## src/hw/rtl/sat_pkg.sv

```systemverilog
// shared types and constants for the shifting array table
package sat_pkg;

  localparam int unsigned DATA_W          = 32;
  localparam int unsigned POS_W           = 13;
  localparam int unsigned DEPTH_DEFAULT   = 64;
  localparam int unsigned INIT_SIZE_RESET = 8;

  typedef enum logic [2:0] {
    FN_GET    = 3'd0,
    FN_SET    = 3'd1,
    FN_APPEND = 3'd2,
    FN_INSERT = 3'd3,
    FN_REMOVE = 3'd4,
    FN_GROW   = 3'd5
  } func_t;

  typedef enum logic [1:0] {
    ERR_OK       = 2'd0,
    ERR_RANGE    = 2'd1,
    ERR_CAPACITY = 2'd2
  } err_t;

  typedef enum logic [2:0] {
    CELL_HOLD,
    CELL_WRITE,
    CELL_INSERT,
    CELL_REMOVE,
    CELL_CLEAR
  } cell_op_t;

  typedef struct packed {
    cell_op_t            op;
    logic [POS_W-1:0]    pos;
    logic [POS_W-1:0]    size;
    logic [DATA_W-1:0]   value;
  } cell_ctrl_t;

endpackage

```

## src/hw/rtl/sat_cell.sv

```systemverilog
// one storage cell of the table, shifting with its neighbours
module sat_cell #(
  parameter int unsigned POS = 0
) (
  input  logic                       clk,
  input  logic                       rst,
  input  sat_pkg::cell_ctrl_t        ctrl,
  input  logic [sat_pkg::DATA_W-1:0] left,
  input  logic [sat_pkg::DATA_W-1:0] right,
  output logic [sat_pkg::DATA_W-1:0] q
);
  import sat_pkg::*;

  localparam logic [POS_W-1:0] MY_POS = POS_W'(POS);

  logic [DATA_W-1:0] q_next;
  logic [POS_W-1:0]  last_pos;

  assign last_pos = ctrl.size - POS_W'(1);

  always_comb begin
    q_next = q;
    unique case (ctrl.op)
      CELL_WRITE: begin
        if (MY_POS == ctrl.pos) q_next = ctrl.value;
      end
      CELL_INSERT: begin
        if (MY_POS == ctrl.pos) begin
          q_next = ctrl.value;
        end else if (MY_POS > ctrl.pos && MY_POS < ctrl.size) begin
          q_next = left;
        end
      end
      CELL_REMOVE: begin
        if (MY_POS == last_pos) begin
          q_next = '0;
        end else if (MY_POS >= ctrl.pos && MY_POS < ctrl.size) begin
          q_next = right;
        end
      end
      CELL_CLEAR: begin
        if (MY_POS >= ctrl.size) q_next = '0;
      end
      default: q_next = q;
    endcase
  end

  always_ff @(posedge clk) begin
    if (rst) begin
      q <= '0;
    end else begin
      q <= q_next;
    end
  end

endmodule

```

## config.mk

```make
export PLATFORM = sky130hd
export DESIGN_NAME = sat_cell
export DESIGN_NICKNAME = d
export VERILOG_FILES = /design/src/hw/rtl/sat_pkg.sv /design/src/hw/rtl/sat_cell.sv
export SDC_FILE = /design/constraint.sdc
export NUM_CORES = 1
export LEC_CHECK = 0
export ABC_AREA = 1
export BUFFER_PORTS_ARGS = -buffer_cell sky130_fd_sc_hd__buf_2
export CAP_MARGIN = 20
export CORE_ASPECT_RATIO = 1.75
export CORE_UTILIZATION = 46
export DETAILED_ROUTE_END_ITERATION = 12
export PLACE_DENSITY_LB_ADDON = 0.1
export SETUP_SLACK_MARGIN = 0.3
export SLEW_MARGIN = 25
export SYNTH_ARGS = -nofsm -noshare
export SYNTH_HDL_FRONTEND = slang
export SYNTH_SLANG_ARGS = --single-unit
```

## constraint.sdc

```tcl
create_clock -name clk -period 1.95 [get_ports clk]
set_input_delay 0.39 -clock clk [delete_from_list [all_inputs] [get_ports clk]]
set_output_delay 0.39 -clock clk [all_outputs]
set_load 0.05 [all_outputs]
```

==> metrics.md <==
| Metric | Value |
|---|---|
| Status | complete, no violations |
| DRC Markers | 0 |
| Top reg by flops | q |
| Syn nets | 709 |
| R2r endpoint | q[5] |
| Drt wl/cell | 11.6 um |
| CP delay by family, top | simple AND/OR/NAND/NOR gates |
| YS warnings | 0 |
| Cell row count | 38 |
| Total I/O pin count | 159 |
| Clock transition at the registers of the reported paths | 0.08 ns |
| Critical-path maximum fanout | 27 |
| Synth Register Bits | 32 |
| ANT nets after route | 0 |
| Post-Place Cells | 809 |
| Area Overhead vs Synth | 36.1% |
| Max cap viols | 0 |
| Non-filler cells, final | 820 |
| Total Routed Length | 9.52 mm |
| WS Path Type | primary input to flop |
| Syn avg cell area | 5.13 sq um |
| CP Launch Type | primary input |
| Die Area | 6820 sq um |
| Worst path slowest cell | nor3_2 |
| Synthesized instance count | 582 |
| Multi-input logic area | 1790 sq um |
| Hold violation count in the final report | 0 |
| TritonCTS Buffers | 5 |
| Post-Syn Area | 2980 sq um |
| Sequential-to-total area share from yosys stat | 21.5% |
| Min-Delay Endpoint | q[15] |
| Initial Util | 47.9% |
| Core area | 6230 sq um |
| Highest clock rate | 664 MHz |
| Clock sinks | 32 |
| Hold path start | ctrl[15] |
| Critical path required time | 2.13 ns |
| Slew HR | 76.4% |
| First-pass GRT wire length | 15.6 mm |
| Clk_skew | 0 ns |
| Vias per cell | 4.82 |
| Initial antenna violation count | 0 |
| GRT Util Overall | 28.7% |
| Largest net degree at the start of global routing | 33 |
| Vias | 3949 |
| Max H-tree Level | 2 |
| Worst vdd ir | 433 uV |
| PD cells | 549 nW/um^2 |
| Tightest Pin Transition | 0.354 ns |
| R2R Setup Slk | 1.27 ns |
| Final GP Congestion | 0.976 |
| Yosys cell types | 20 |
| Die height | 109 um |
| FF-to-FF path depth | 4 |
| TritonCTS clock tree | yes |
| Largest register FFs | 32 |
| Final Total Pwr | 2.23 mW |
| Ant diodes | 0 |
| Hold_buf cts | 0 |
| Tcrit/Tclk final | 77.2% |
| Worst hold path class | primary input to flop |
| Setup TNS | 0 ns |
| Biggest regs | q x32 |
| Final setup vio count | 0 |
| Number of global-route vias before repair | 3649 |
| Max stage delay on crit path | 0.20 ns |
| Initial drt markers | 250 |
| WP data arrival | 1.68 ns |
| Worst setup EP type | flop |
| RSZ-0062 raised after global routing | true |
| Clock Tree Buf Depth | 2 |
| Max Slew Vio Count | 0 |
| Worst path buffer plus inverter count | 6 |
| Clk_lat worst skew | 0.28 ns |
| Post-DP HPWL | 7.41 mm |
| Cells along the critical path | buf_2 > inv_2 > buf_4 > nor3_2 > buf_4 > nand3_1 > nand2_1 > nand2_1 > clkinv_1 > nand2_4 > buf_12 > nor2_1 > nor2_1 |
| Nets | 866 |
| Port bufs | 158 |
| Layout cell share with drive strength beyond 1 | 26.8% |
| Die Width | 62.9 um |
| Root Buffer | clkbuf_8 |
| Register area | 641 sq um |
| Filler instances | 678 |
| GRT overflow | 0 |
| Minimum clock period | 1.50 ns |
| P_leak | 2.51 nW |
| Cell depth of the worst hold path | 5 |
| Drt first pass iters | 4 |
| Crit Reg-Reg Startpoint | q[5] |
-- Yosys cell counts --
library cell,number,area share [%]
clkinv_1,1,0.13
nor2_1,117,15
nand4_1,1,0.21
buf_2,12,2.0
nand2_2,1,0.21
inv_2,3,0.38
nand2_4,1,0.38
inv_1,106,13
nor3_2,1,0.34
o21ai_0,1,0.17
buf_6,3,1.1
dfxtp_1,32,21
o22ai_1,1,0.21
and2_1,1,0.21
nor2_2,2,0.42
clkbuf_1,15,1.9
nand2_1,180,23
nor3_1,3,0.50
nand3_1,69,12
nand3b_1,32,8.1
-- cells by family after synthesis --
logic type	synth area share, %
buffers and inverters	18.9
AO/OA/AOI/OAI	0.377
flip-flops	21.5
AND/OR/NAND/NOR	59.3
-- cell type report --
class	instances	share of cell area [%]
Inverter	110	10.2
Clock inverter	3	1.05
Timing Repair Buffer	180	24.7
Multi-Input combinational cell	410	44.2
Clock buffer	5	1.70
Sequential cell	32	15.8
Tap cell	80	2.47
-- routing by layer --
layer  part of all wire, %  wire, um  GRT usage (%)  vias to the layer above
met3                   4.4       414           4.11                       27
met4                   4.7       449           16.4                        0
met1                    37      3540           29.6                     1748
met2                    54      5110           53.8                      138
li1                      -         -              -                     2036
met5                     0         0              0                        -
-- timing repair --
item	CTS	global route
endpoints found under the setup margin	0	32
gates resized for setup	0	1
buffers inserted	0	3
-- worst register-to-register path, cell delays in order (launching register included) --
cell,delay (ns)
dfxtp_1,0.35
inv_1,0.05
nand2_1,0.05
nand2_1,0.05
nor2_1,0.12
-- power breakdown --
| part | switching [mW] | leakage [nW] | internal (mW) |
|---|---|---|---|
| clock | 0.268 | 0.0541 | 0.378 |
| sequential | 0.0316 | 0.264 | 0.713 |
| combinational | 0.533 | 2.20 | 0.305 |
| total | 0.832 | 2.51 | 1.40 |
-- metrics by stage --
step | util, % | hold WS (ns) | instance area, sq um | worst slack, ns
2_1_floorplan | - | 0.577 | 2980 | 0.406
3_3_place_gp | 62.6 | 0.498 | 3900 | -0.186
3_5_place_dp | 62.9 | 0.499 | 3920 | 0.0177
4_1_cts | 64.7 | 0.451 | 4030 | 0.312
5_1_grt | 65.2 | 0.487 | 4060 | 0.297
6_report | 65.2 | 0.455 | 4060 | 0.445
-- how the worst max path moves through the flow --
stage	slack, ns	startpoint	depth (start not counted)	to
after floorplan	0.41	ctrl[47]	11	q[0]
after global placement	-0.19	ctrl[59]	8	q[20]
after detailed placement	0.02	ctrl[60]	13	q[16]
after CTS	0.31	ctrl[60]	13	q[16]
after global routing	0.30	ctrl[60]	12	q[5]
final	0.45	ctrl[60]	13	q[16]
-- cell usage in the layout (no fill, tap or decap) --
cell | netlist | final
and2_1 | 1 | 1
buf_12 | 0 | 3
buf_2 | 12 | 158
buf_4 | 0 | 17
buf_6 | 3 | 2
bufinv_16 | 0 | 1
clkbuf_8 | 0 | 5
clkinv_1 | 1 | 1
clkinv_2 | 0 | 1
clkinvlp_4 | 0 | 1
dfxtp_1 | 32 | 32
inv_1 | 106 | 106
inv_2 | 3 | 3
nand2_1 | 180 | 180
nand2_2 | 1 | 1
nand2_4 | 1 | 1
nand3_1 | 69 | 69
nand3b_1 | 32 | 32
nand4_1 | 1 | 1
nor2_1 | 117 | 116
nor2_2 | 2 | 3
nor3_1 | 3 | 2
nor3_2 | 1 | 1
nor3_4 | 0 | 1
o21ai_0 | 1 | 1
o22ai_1 | 1 | 1
(Power assumes the default switching activity.)
